## config.mk

```make
export PLATFORM = sky130hd
export DESIGN_NAME = vrpt_front
export DESIGN_NICKNAME = d
export VERILOG_FILES = /design/src/rtl/vrpt_pkg.sv /design/src/rtl/vrpt_front.sv
export VERILOG_INCLUDE_DIRS = /design/src /design/src/rtl
export SDC_FILE = /design/constraint.sdc
export NUM_CORES = 1
export LEC_CHECK = 0
export ABC_AREA = 1
export BUFFER_PORTS_ARGS = -buffer_cell sky130_fd_sc_hd__buf_2
export CAP_MARGIN = 15
export CORE_UTILIZATION = 29
export CTS_CLUSTER_DIAMETER = 200
export DETAILED_ROUTE_END_ITERATION = 10
export GPL_TIMING_DRIVEN = 0
export PLACE_DENSITY_LB_ADDON = 0.08
export SLEW_MARGIN = 20
export SYNTH_ARGS = -nofsm -noshare
export SYNTH_HDL_FRONTEND = slang
export SYNTH_SLANG_ARGS = --single-unit
```

## constraint.sdc

```tcl
create_clock -name clk -period 1.6 [get_ports clk]
set_input_delay 0.16 -clock clk [delete_from_list [all_inputs] [get_ports clk]]
set_output_delay 0.16 -clock clk [all_outputs]
set_load 0.05 [all_outputs]
```

## src/rtl/video_register_port_and_timing_defines.svh

```systemverilog
// assertion macros shared by the video register port modules
`ifndef VIDEO_REGISTER_PORT_AND_TIMING_DEFINES_SVH
`define VIDEO_REGISTER_PORT_AND_TIMING_DEFINES_SVH

// condition must hold in the same cycle
`define VRPT_ASSERT_NOW(label, pre, post, msg) \
  label: assert property (@(posedge clk) disable iff (rst) (pre) |-> (post)) else $error(msg);

// condition must hold in the cycle after
`define VRPT_ASSERT_NEXT(label, pre, post, msg) \
  label: assert property (@(posedge clk) disable iff (rst) (pre) |=> (post)) else $error(msg);

`endif

```

## src/rtl/vrpt_pkg.sv

```systemverilog
// shared types and constants for the video register port
package vrpt_pkg;

  localparam int PATTERN_BYTES   = 8192;
  localparam int NAMETABLE_BYTES = 2048;
  localparam int OBJECT_BYTES    = 256;
  localparam int PALETTE_BYTES   = 32;

  localparam int PAT_AW = $clog2(PATTERN_BYTES);
  localparam int NT_AW  = $clog2(NAMETABLE_BYTES);
  localparam int OBJ_AW = $clog2(OBJECT_BYTES);
  localparam int PAL_AW = $clog2(PALETTE_BYTES);

  localparam int CLEAR_DEPTH = (PATTERN_BYTES > NAMETABLE_BYTES) ? PATTERN_BYTES
                                                                 : NAMETABLE_BYTES;
  localparam int CLEAR_W     = $clog2(CLEAR_DEPTH);

  localparam int QUEUE_DEPTH = 2;
  localparam int QPTR_W      = $clog2(QUEUE_DEPTH);
  localparam int QCNT_W      = $clog2(QUEUE_DEPTH + 1);

  localparam logic [9:0]  DOTS_PER_LINE   = 10'd341;
  localparam logic [8:0]  VBLANK_LINE     = 9'd241;
  localparam logic [8:0]  LINES_PER_FRAME = 9'd262;
  localparam logic [13:0] NT_BASE         = 14'h2000;
  localparam logic [13:0] PAL_BASE        = 14'h3F00;

  localparam logic [1:0] OP_WRITE = 2'd0;
  localparam logic [1:0] OP_READ  = 2'd1;
  localparam logic [1:0] OP_TICK  = 2'd2;

  localparam logic [2:0] REG_CTRL    = 3'd0;
  localparam logic [2:0] REG_MASK    = 3'd1;
  localparam logic [2:0] REG_STATUS  = 3'd2;
  localparam logic [2:0] REG_OAMADDR = 3'd3;
  localparam logic [2:0] REG_OAMDATA = 3'd4;
  localparam logic [2:0] REG_SCROLL  = 3'd5;
  localparam logic [2:0] REG_ADDR    = 3'd6;
  localparam logic [2:0] REG_DATA    = 3'd7;

  typedef enum logic [3:0] {
    K_NONE,
    K_CTRL_WR,
    K_MASK_WR,
    K_OAMADDR_WR,
    K_OAMDATA_WR,
    K_ADDR_WR,
    K_DATA_WR,
    K_STATUS_RD,
    K_OAM_RD,
    K_DATA_RD,
    K_TICK
  } kind_t;

  typedef struct packed {
    kind_t      kind;
    logic [7:0] arg;
  } item_t;

endpackage

```

## src/rtl/vrpt_front.sv

```systemverilog
// front end: classifies bus accesses and ticks and queues them
`include "video_register_port_and_timing_defines.svh"
module vrpt_front (
  input  logic            clk,
  input  logic            rst,
  input  logic            in_valid,
  output logic            in_ready,
  input  logic [1:0]      opcode,
  input  logic [2:0]      reg_index,
  input  logic [7:0]      write_data,
  input  logic [7:0]      tick_dots,
  output logic            out_valid,
  input  logic            out_pop,
  output vrpt_pkg::item_t out_item
);

  vrpt_pkg::item_t                 q [vrpt_pkg::QUEUE_DEPTH];
  logic [vrpt_pkg::QPTR_W-1:0]     wr_ptr;
  logic [vrpt_pkg::QPTR_W-1:0]     rd_ptr;
  logic [vrpt_pkg::QCNT_W-1:0]     count;
  vrpt_pkg::item_t                 cls;
  logic                            push;

  always_comb begin
    cls.kind = vrpt_pkg::K_NONE;
    cls.arg  = write_data;
    unique case (opcode)
      vrpt_pkg::OP_WRITE: begin
        unique case (reg_index)
          vrpt_pkg::REG_CTRL:    cls.kind = vrpt_pkg::K_CTRL_WR;
          vrpt_pkg::REG_MASK:    cls.kind = vrpt_pkg::K_MASK_WR;
          vrpt_pkg::REG_OAMADDR: cls.kind = vrpt_pkg::K_OAMADDR_WR;
          vrpt_pkg::REG_OAMDATA: cls.kind = vrpt_pkg::K_OAMDATA_WR;
          vrpt_pkg::REG_ADDR:    cls.kind = vrpt_pkg::K_ADDR_WR;
          vrpt_pkg::REG_DATA:    cls.kind = vrpt_pkg::K_DATA_WR;
          default:               cls.kind = vrpt_pkg::K_NONE;
        endcase
      end
      vrpt_pkg::OP_READ: begin
        unique case (reg_index)
          vrpt_pkg::REG_STATUS:  cls.kind = vrpt_pkg::K_STATUS_RD;
          vrpt_pkg::REG_OAMDATA: cls.kind = vrpt_pkg::K_OAM_RD;
          vrpt_pkg::REG_DATA:    cls.kind = vrpt_pkg::K_DATA_RD;
          default:               cls.kind = vrpt_pkg::K_NONE;
        endcase
      end
      vrpt_pkg::OP_TICK: begin
        cls.kind = vrpt_pkg::K_TICK;
        cls.arg  = tick_dots;
      end
      default: cls.kind = vrpt_pkg::K_NONE;
    endcase
  end

  assign in_ready  = (count != vrpt_pkg::QCNT_W'(vrpt_pkg::QUEUE_DEPTH));
  assign push      = in_valid && in_ready;
  assign out_valid = (count != '0);
  assign out_item  = q[rd_ptr];

  always_ff @(posedge clk) begin
    if (push) begin
      q[wr_ptr] <= cls;
    end
  end

  always_ff @(posedge clk) begin
    if (rst) begin
      wr_ptr <= '0;
      rd_ptr <= '0;
      count  <= '0;
    end else begin
      if (push) begin
        wr_ptr <= (wr_ptr == vrpt_pkg::QPTR_W'(vrpt_pkg::QUEUE_DEPTH - 1)) ? '0 : wr_ptr + 1'b1;
      end
      if (out_pop) begin
        rd_ptr <= (rd_ptr == vrpt_pkg::QPTR_W'(vrpt_pkg::QUEUE_DEPTH - 1)) ? '0 : rd_ptr + 1'b1;
      end
      if (push && !out_pop) begin
        count <= count + 1'b1;
      end else if (!push && out_pop) begin
        count <= count - 1'b1;
      end
    end
  end

  `VRPT_ASSERT_NOW(a_pop_needs_entry, out_pop, count != '0, "pop from empty queue")
  `VRPT_ASSERT_NOW(a_count_bound, 1'b1, count <= vrpt_pkg::QCNT_W'(vrpt_pkg::QUEUE_DEPTH), "queue overfilled")
  `VRPT_ASSERT_NEXT(a_push_lands, push && !out_pop, count != '0, "pushed item lost")

endmodule

```

==> impl_metrics.py, run 1 <==
metrics = {
    "global_routing": {
        "grt_max_degree": 13,
        "grtUsageTotal_pct": 11.47,
        "grt_pass1_wl_um": 4340,
        "antenna_found_initial": 0,
        "grt-ovfl-total": 0,
        "grt_pass1_vias": 967,
    },
    "logic_synthesis": {
        "synth-seq-cells": 29,
        "synthSimpleGateAreaFrac_pct": 19.55,
        "async_reset_ff_share_pct": 0,
        "synth_cell_type_count": 23,
        "synth_compound_area_share_pct": 2.321,
        "seq_area_frac_synth_pct": 58.57,
        "synthAdderAreaFrac_pct": 0.8929,
        "netlist_area_sq_um": 1401,
        "synth_top_family_by_area": "simple AND/OR/NAND/NOR gates",
        "post_synth_mux_area_share_pct": 12.32,
        "ys.warnings.count": 0,
        "synth_xor_area_share_pct": 0.6250,
        "synth_nets": 146,
        "avgSynthCellArea_sq_um": 11.68,
        "synth_cells": 120,
        "synth_edf_count": 24,
        "ys.flop_type": "edfxtp_1",
    },
    "sta": {
        "rsz0062_at_grt": "no",
        "finClkSkew_ps": 8.319,
        "fin_crit_sh_pct": 93.78,
        "slew_headroom_pct": 55.94,
        "fmax_mhz": 666.5,
        "min_period_ps": 1500,
        "slew_viol_final": 0,
        "worst_pin_slew_ps": 660.1,
        "setup_violations": 0,
        "hold_viol": 0,
    },
    "drt": {
        "totalWireLength_um": 2694,
        "via_per_inst": 4.569,
        "drtIter0Drc": 13,
        "drt_first_pass_iters": 4,
        "wire_per_inst_um": 12.36,
        "drtAntennaViolNets": 0,
        "vias": 996,
        "drc": 0,
    },
    "place": {
        "io_buffers": 38,
        "dp.final_hpwl_um": 1949,
        "finalWeightedCongestion": 0.6867,
        "dp_cells": 210,
        "placed_area_sq_um": 1662,
    },
    "layout": {
        "fin_cells": 218,
        "syn_to_final_growth_pct": 25.71,
        "drive_gt1_share_pct": 43.98,
        "fin_nets": 191,
        "fin_area_sq_um": 1762,
        "diodes": 0,
    },
    "floorplanning": {
        "rows": 24,
        "die_x_um": 71.52,
        "start_util_pct": 31.11,
        "die_h_um": 71.52,
        "ios": 39,
        "die-area_sq_um": 5114,
        "core_region_area_sq_um": 4504,
    },
    "clock_network": {
        "clkSinkCount": 29,
        "insertion_delay_ps": 270,
        "cts_made_buffers": 5,
        "cts_hold_buf": 0,
        "cts_root_buf": "clkbuf_8",
        "clk_pin_slew_ps": 50,
        "clockBufferDepth": 2,
        "cts_tree": "yes",
        "htree_levels": 2,
    },
    "run": {
        "max_cap_violations": 0,
    },
    "critical_path": {
        "crit_path_end_kind": "primary output",
        "crit_arrival_ps": 1340,
        "worstSetupPathType": "flip-flop to primary output",
        "cp_max_fo": 10,
        "start_kind": "flip-flop",
        "worstPathRequired_ps": 1440,
    },
    "min_path": {
        "hold_path_class": "input port to flip-flop",
    },
    "pwr": {
        "leakagePower_nw": 0.7944,
        "ir_drop_mv": 0.3202,
        "p_per_area_nw_per_um2": 1177,
    },
    "status": {
        "status": "complete, no violations",
    },
}
==> kinds of logic (layout without fill, tap and decap cells) <==
| family | count (synthesis) | count (layout) |
|---|---|---|
| AO/OA/AOI/OAI | 6 | 6 |
| AND/OR/NAND/NOR | 55 | 55 |
| XOR/XNOR | 1 | 1 |
| buffers and inverters | 16 | 62 |
| multiplexers | 12 | 12 |
| adder cells (fa/ha/maj) | 1 | 1 |
| flip-flops | 29 | 29 |
==> synth_stat cells (2+ instances only) <==
library cell / n / area share, %
inv_1: 8 / 2.1
mux2_4: 10 / 11
nand4_1: 2 / 0.89
nor2_1: 7 / 1.9
inv_2: 4 / 1.1
buf_6: 2 / 1.6
nor2_2: 2 / 0.89
nand3_1: 13 / 4.6
dfxtp_1: 5 / 7.1
nand2_4: 3 / 2.4
mux2_1: 2 / 1.6
o21ai_1: 4 / 1.4
nand2_1: 25 / 6.7
edfxtp_1: 24 / 51
==> layout by cell type (no fill, tap or decap), drive strengths merged <==
master	synthesis	routed
a21oi	1	1
buf	3	41
clkbuf	0	8
clkinv	1	1
dfxtp	5	5
edfxtp	24	24
ha	1	1
inv	12	12
mux2	12	12
nand2	29	29
nand3	13	13
nand4	3	3
nor2	10	10
o211ai	1	1
o21ai	4	4
xnor2	1	1
==> through the flow <==
stage	TNS [ps]	worst slack (ps)	hold slack (ps)	utilization, %	total power, mW
after detailed placement	0	67.31	355.6	36.89	1.494
after floorplan	0	16.74	232.4	-	1.362
after CTS	0	13.89	66.24	38.89	2.105
after global placement	-6491	-274.5	352.8	36.78	1.482
final	0	99.58	67.02	39.11	2.074
after global routing	0	7.187	69.40	39.11	2.184
==> repair_timing <==
action                                  CTS  global route
setup buffers                             0             0
resized for setup                         0             3
hold endpoints to repair                  0             0
endpoints found under the setup margin    0            17
==> final timing paths <==
kind                                         endpoint                   from  cells after the start  slack [ps]
worst max-delay path                      out_item[9]              flip-flop                      3         100
worst min-delay path                        flip-flop                    rst                      2          70
worst max register to register      q[0][0]$_DFFE_PP_  count[0]$_SDFFE_PP0P_                      4         130
worst min register to register  count[0]$_SDFFE_PP0P_  count[0]$_SDFFE_PP0P_                      1         500
==> routing by layer <==
metal	wire [um]	up-vias	GRT usage [%]	share of wire [%]
li1	-	499	-	-
met1	1191	458	12.81	44
met2	1282	32	19.68	48
met3	160	7	3.235	5.9
met4	59	0	6.536	2.2
met5	0	-	0	0
==> registers in the layout, summed over array words and instances, names as in the netlist, named ones only <==
signal / count
rd_ptr: 1
count: 2
q: 24
wr_ptr: 1
==> power breakdown <==
group / switching (mW) / internal [mW] / leakage (nW)
clock network: 0.249 / 0.350 / 0.0455
registers: 0.0283 / 0.904 / 0.268
logic: 0.368 / 0.175 / 0.481
total: 0.646 / 1.43 / 0.794
==> area by class of cell <==
| class | instances | area [sq um] |
|---|---|---|
| fill | 457 | 2743 |
| clock buffer | 8 | 90.09 |
| tap | 52 | 65.06 |
| inverter | 13 | 50.05 |
| multi-input combinational | 75 | 510.5 |
| timing repair buffer | 38 | 190.2 |
| sequential | 29 | 822.0 |
| buffer | 3 | 33.78 |
==> critical path, stage by stage, from the launching register on <==
cell and delay [ps]:
dfxtp_2 370, buf_8 180, mux2_4 320, buf_2 210
Note: power is estimated with default switching activity, not from simulation.
==> run 2, diff against run 1 <==
==> constraint.sdc (replaced) <==
create_clock -name clk -period 1.7 [get_ports clk]
set_input_delay 0.255 -clock clk [delete_from_list [all_inputs] [get_ports clk]]
set_output_delay 0.255 -clock clk [all_outputs]
set_load 0.05 [all_outputs]
==> run 2 against run 1 <==
  * Register-to-register slack better by 80 ps
  * Setup slack better by 5.0 ps
  * Count of clock-buffer cells in the layout unchanged
  * Final area shrank 0.28%
  * Clock power down 5.8%
  * Sequential cell count did not move
==> impl_metrics.py, run 2 (synthesized netlist as in run 1, its figures left out) <==
metrics = {
    "status": {
        "status": "complete, no violations",
    },
    "layout": {
        "multi_input_area_sq_um": 505.5,
        "diodes": 0,
        "fillers": 458,
        "largest_reg_flops": 24,
        "layout_commonest_cell": "buf_2",
        "mostFrequentLayoutCells": "38 x buf_2, 25 x nand2_1, 24 x edfxtp_1",
        "seq_area_sq_um": 822.0,
        "reg_top3": "q x24, count x2",
        "largest-register": "q",
        "fin_area_sq_um": 1757,
        "final_core_util_pct": 39.00,
        "fin_nets": 191,
        "drive_gt1_share_pct": 43.98,
        "syn_to_final_growth_pct": 25.36,
    },
    "sta": {
        "fmax_mhz": 626.8,
        "min_period_ps": 1595,
        "slew_viol_final": 0,
        "finClkSkew_ps": 8.319,
        "hold_viol": 0,
        "tns_ps": 0,
        "fin_ws_ps": 104.6,
        "worst_pin_slew_ps": 691.2,
        "fin_crit_sh_pct": 93.85,
        "setup_violations": 0,
        "rsz0062_at_grt": "no",
        "slew_headroom_pct": 53.87,
    },
    "place": {
        "io_buffers": 38,
        "finalWeightedCongestion": 0.6867,
        "placed_area_sq_um": 1662,
        "dp.final_hpwl_um": 1949,
        "post-place-ws_ps": 167.3,
    },
    "critical_path": {
        "crit_path_end_kind": "primary output",
        "worstPathCellList": "buf_8 > mux2_4 > buf_2",
        "cp_slowest_cell": "dfxtp_2",
        "cp_max_fo": 10,
        "crit_arrival_ps": 1340,
        "worstSetupPathType": "flip-flop to primary output",
        "worstPathRequired_ps": 1440,
        "start_kind": "flip-flop",
        "slowest_delay_ps": 370,
    },
    "clock_network": {
        "htree_levels": 2,
        "clk_pin_slew_ps": 50,
        "cts_root_buf": "clkbuf_8",
        "cts_tree": "yes",
        "cts_made_buffers": 5,
        "postCtsSetupBuffers": 0,
        "clkSinkCount": 29,
        "insertion_delay_ps": 270,
        "clockBufferDepth": 2,
    },
    "floorplanning": {
        "rows": 24,
        "start_util_pct": 31.11,
        "die-area_sq_um": 5114,
        "die_x_um": 71.52,
        "die_h_um": 71.52,
        "ios": 39,
        "core_region_area_sq_um": 4504,
    },
    "global_routing": {
        "grt_max_degree": 13,
        "top_usage_layer": "met2",
        "grt_pass1_wl_um": 4340,
        "grt_pass1_vias": 967,
        "met2_usage_pct": 19.68,
        "met3_usage_pct": 3.235,
        "grt-ovfl-total": 0,
        "globalRouteMet1Util_pct": 12.81,
        "grtUsageTotal_pct": 11.47,
        "antenna_found_initial": 0,
    },
    "pwr": {
        "p_total_mw": 1.950,
        "ir_drop_mv": 0.3013,
        "p_per_area_nw_per_um2": 1110,
        "leakagePower_nw": 0.7940,
    },
    "drt": {
        "drt_first_pass_iters": 4,
        "vias": 996,
        "wire_per_inst_um": 12.37,
        "via_per_inst": 4.569,
        "totalWireLength_um": 2697,
        "drc": 0,
        "drtIter0Drc": 13,
        "drtAntennaViolNets": 0,
    },
    "min_path": {
        "hold_path_class": "input port to flip-flop",
    },
    "run": {
        "max_cap_violations": 0,
    },
}
run 2: changes by cell type in the layout (fill, tap and decap cells not counted):
cell,previous run,this run
nor2_2,3,4
nor2_4,2,1
run 2: path summary, 6_finish.rpt:
path / cells past startpoint / startpoint / endpoint / slack [ps]
worst min register to register: 1 / count[0]$_SDFFE_PP0P_ / count[0]$_SDFFE_PP0P_ / 500
worst max register to register: 4 / count[0]$_SDFFE_PP0P_ / q[1][0]$_DFFE_PP_ / 210
worst max-delay path: 3 / flip-flop / out_item[9] / 100
worst min-delay path: 2 / rst / flip-flop / 160
run 2: per-layer routing:
metal | vias up | wire [um]
met4 | 0 | 59
li1 | 499 | -
met1 | 458 | 1194
met2 | 32 | 1282
met5 | - | 0
met3 | 7 | 160
run 2: critical path, delay by kind of cell, from the launching register on:
kind     cells  cell delay, ps
mux          1             320
buf+inv      2             390
flops        1             370
run 2: area by class of cell:
cell class / instances / area share, %
Sequential cell: 29 / 46.79
Multi-Input combinational cell: 75 / 28.78
Timing Repair Buffer: 38 / 10.83
Clock buffer: 8 / 5.128
Tap cell: 52 / 3.704
Inverter: 13 / 2.849
Buffer: 3 / 1.923
run 2: metrics by stage:
stage	cells	hold slack, ps
after global placement	210	447.8
after detailed placement	210	450.6
after CTS	218	161.2
final	218	162.0
after global routing	218	164.4
after floorplan	120	327.4
run 2: report_power, final:
part	switching, mW	leakage [nW]	internal [mW]
clock	0.235	0.0455	0.329
combinational	0.344	0.480	0.164
sequential	0.0266	0.268	0.851
run 2: repair_timing:
action                                  4_1_cts  5_1_grt
resized for setup                             0        2
hold buffers                                  0        0
endpoints found under the setup margin        0        3
==> run 3, diff against run 2 <==
--- a/config.mk
+++ b/config.mk
@@ -9,7 +9,7 @@
 export ABC_AREA = 1
 export BUFFER_PORTS_ARGS = -buffer_cell sky130_fd_sc_hd__buf_2
 export CAP_MARGIN = 15
-export CORE_UTILIZATION = 29
+export CORE_UTILIZATION = 30
 export CTS_CLUSTER_DIAMETER = 200
 export DETAILED_ROUTE_END_ITERATION = 10
 export GPL_TIMING_DRIVEN = 0
==> run 3 against run 2 <==
  * Global-route usage is 0.89 points higher
  * Setup slack improved by 11 ps
  * Final area shrank 0.78%
  * Sequential power is essentially flat
  * Sequential share of layout area is 0.37 points higher
  * Die area decreased by 3.2%
  * First-iteration DRC count up 150%
  * Highest routed layer unchanged
  * Combinational power hardly changed
  * Clock skew shrank 5.2 ps
  * Non-clock buffer count stayed put
==> impl_metrics.py, run 3 (synthesized netlist as in run 1, its figures left out) <==
metrics = {
    "status": {
        "status": "complete, no violations",
    },
    "sta": {
        "fin_ws_ps": 115.3,
        "hold_viol": 0,
        "worst_pin_slew_ps": 680.7,
        "min_period_ps": 1585,
        "fin_crit_sh_pct": 93.22,
        "setup_violations": 0,
        "fmax_mhz": 631.0,
        "slew_viol_final": 0,
        "slew_headroom_pct": 54.57,
        "finClkSkew_ps": 3.142,
        "rsz0062_at_grt": "no",
    },
    "layout": {
        "layout_commonest_cell": "buf_2",
        "fin_cells": 217,
        "multi_input_area_sq_um": 505.5,
        "fillers": 464,
        "reg_top3": "q x24, count x2",
        "diodes": 0,
        "mostFrequentLayoutCells": "38 x buf_2, 25 x nand2_1, 24 x edfxtp_1",
        "syn_to_final_growth_pct": 24.37,
        "fin_nets": 191,
        "seq_area_sq_um": 822.0,
        "largest-register": "q",
        "largest_reg_flops": 24,
        "drive_gt1_share_pct": 43.64,
    },
    "pwr": {
        "combPwrFrac_pct": 27.0,
        "pwr-share-seq_pct": 46.4,
        "p_clk_share_pct": 26.6,
        "ir_drop_mv": 0.3597,
        "switchingPower_mw": 0.6022,
        "p_per_area_nw_per_um2": 1086,
        "leakagePower_nw": 0.7872,
        "p_int_mw": 1.290,
        "swShare_pct": 31.83,
    },
    "global_routing": {
        "met2_usage_pct": 20.74,
        "grt_pass1_wl_um": 4526,
        "antenna_found_initial": 0,
        "grt_max_degree": 13,
        "grtUsageTotal_pct": 12.37,
        "globalRouteMet1Util_pct": 13.59,
        "top_usage_layer": "met2",
        "grt-ovfl-total": 0,
        "grt_pass1_vias": 992,
        "met3_usage_pct": 5.628,
    },
    "clock_network": {
        "insertion_delay_ps": 270,
        "cts_root_buf": "clkbuf_8",
        "cts_tree": "yes",
        "clk_pin_slew_ps": 60,
        "postCtsSetupBuffers": 0,
        "htree_levels": 2,
        "clockBufferDepth": 2,
        "clkSinkCount": 29,
        "cts_made_buffers": 5,
    },
    "drt": {
        "wire_per_inst_um": 12.86,
        "drc": 0,
        "vias": 994,
        "drtIter0Drc": 32,
        "drtAntennaViolNets": 0,
        "totalWireLength_um": 2791,
        "drt_first_pass_iters": 4,
        "via_per_inst": 4.581,
    },
    "critical_path": {
        "worstSetupPathType": "flip-flop to primary output",
        "worstPathRequired_ps": 1440,
        "worstPathCellList": "buf_8 > mux2_4 > buf_2",
        "cp_max_fo": 10,
        "slowest_delay_ps": 360,
        "timing.rr.start": "count[0]$_SDFFE_PP0P_",
        "ff2ff_path_depth": 4,
        "crit_arrival_ps": 1330,
        "crit_path_end_kind": "primary output",
        "rrSetupSlack_ps": 210,
        "cp_slowest_cell": "dfxtp_2",
        "cp.buffers_inverters": 2,
        "crit_path_end": "out_item[6]",
        "critPathTopFamily": "buffers and inverters",
        "worst-path-stages": 3,
        "start_kind": "flip-flop",
        "r2r-end": "q[0][3]$_DFFE_PP_",
    },
    "floorplanning": {
        "start_util_pct": 31.75,
        "rows": 24,
        "ios": 39,
        "die_x_um": 70.35,
        "die_h_um": 70.35,
        "die-area_sq_um": 4948,
        "core_region_area_sq_um": 4414,
    },
    "place": {
        "io_buffers": 38,
        "finalWeightedCongestion": 0.6905,
        "post-place-ws_ps": -192.7,
        "dp_cells": 210,
        "dp.final_hpwl_um": 2028,
    },
    "min_path": {
        "hold_path_class": "input port to flip-flop",
    },
    "run": {
        "max_cap_violations": 0,
    },
}
==> run 3: cell type report <==
class	count	area share, %
Clock inverter	1	0.2154
Sequential cell	29	47.16
Tap cell	52	3.733
Inverter	13	2.872
Clock buffer	6	4.164
Buffer	3	1.938
Timing Repair Buffer	38	10.91
Multi-Input combinational cell	75	29.00
==> run 3: stage by stage <==
| stage | power, mW | util [%] | instance area (sq um) | TNS, ps | hold slack [ps] |
|---|---|---|---|---|---|
| 2_1_floorplan | 1.282 | - | 1401 | 0 | 327.4 |
| 3_3_place_gp | 1.392 | 37.53 | 1657 | -2998 | 447.1 |
| 3_5_place_dp | 1.407 | 37.53 | 1657 | -3990 | 447.4 |
| 4_1_cts | 1.924 | 39.37 | 1738 | 0 | 151.5 |
| 5_1_grt | 1.991 | 39.48 | 1743 | 0 | 160.9 |
| 6_report | 1.892 | 39.48 | 1743 | 0 | 155.1 |
==> run 3: routing by layer <==
metal / share of wire, % / vias to the layer above
met4: 0.72 / 0
met1: 40 / 461
met2: 51 / 32
li1: - / 499
met5: 0 / -
met3: 7.6 / 2
==> run 3: worst register-to-register path: stages, from the launching register on <==
cell     delay [ps]
dfxtp_1         380
inv_2            80
nand2_4          70
nand2_4          60
nor2_2          530
==> run 3: worst min path at each step <==
stage	startpoint	endpoint	slack, ps	depth (start not counted)
CTS	rst	rd_ptr$_SDFFE_PP0P_	150	2
floorplan	rst	flip-flop	330	1
finish	rst	flip-flop	160	2
global route	rst	rd_ptr$_SDFFE_PP0P_	160	2
detailed placement	rst	rd_ptr$_SDFFE_PP0P_	450	2
global placement	rst	rd_ptr$_SDFFE_PP0P_	450	2
==> run 3: timing repair <==
action	CTS	global route
gates resized for setup	2	2
hold buffers	0	0
gates cloned	0	0
endpoints found under the setup margin	24	10
==> run 3: power by group through the flow <==
stage / clock network [mW] / logic (mW) / registers, mW
finish: 0.503 / 0.510 / 0.879
global route: 0.554 / 0.550 / 0.887
CTS: 0.528 / 0.517 / 0.878
detailed placement: 0 / 0.514 / 0.893
global placement: 0 / 0.502 / 0.890
floorplan: 0 / 0.396 / 0.886
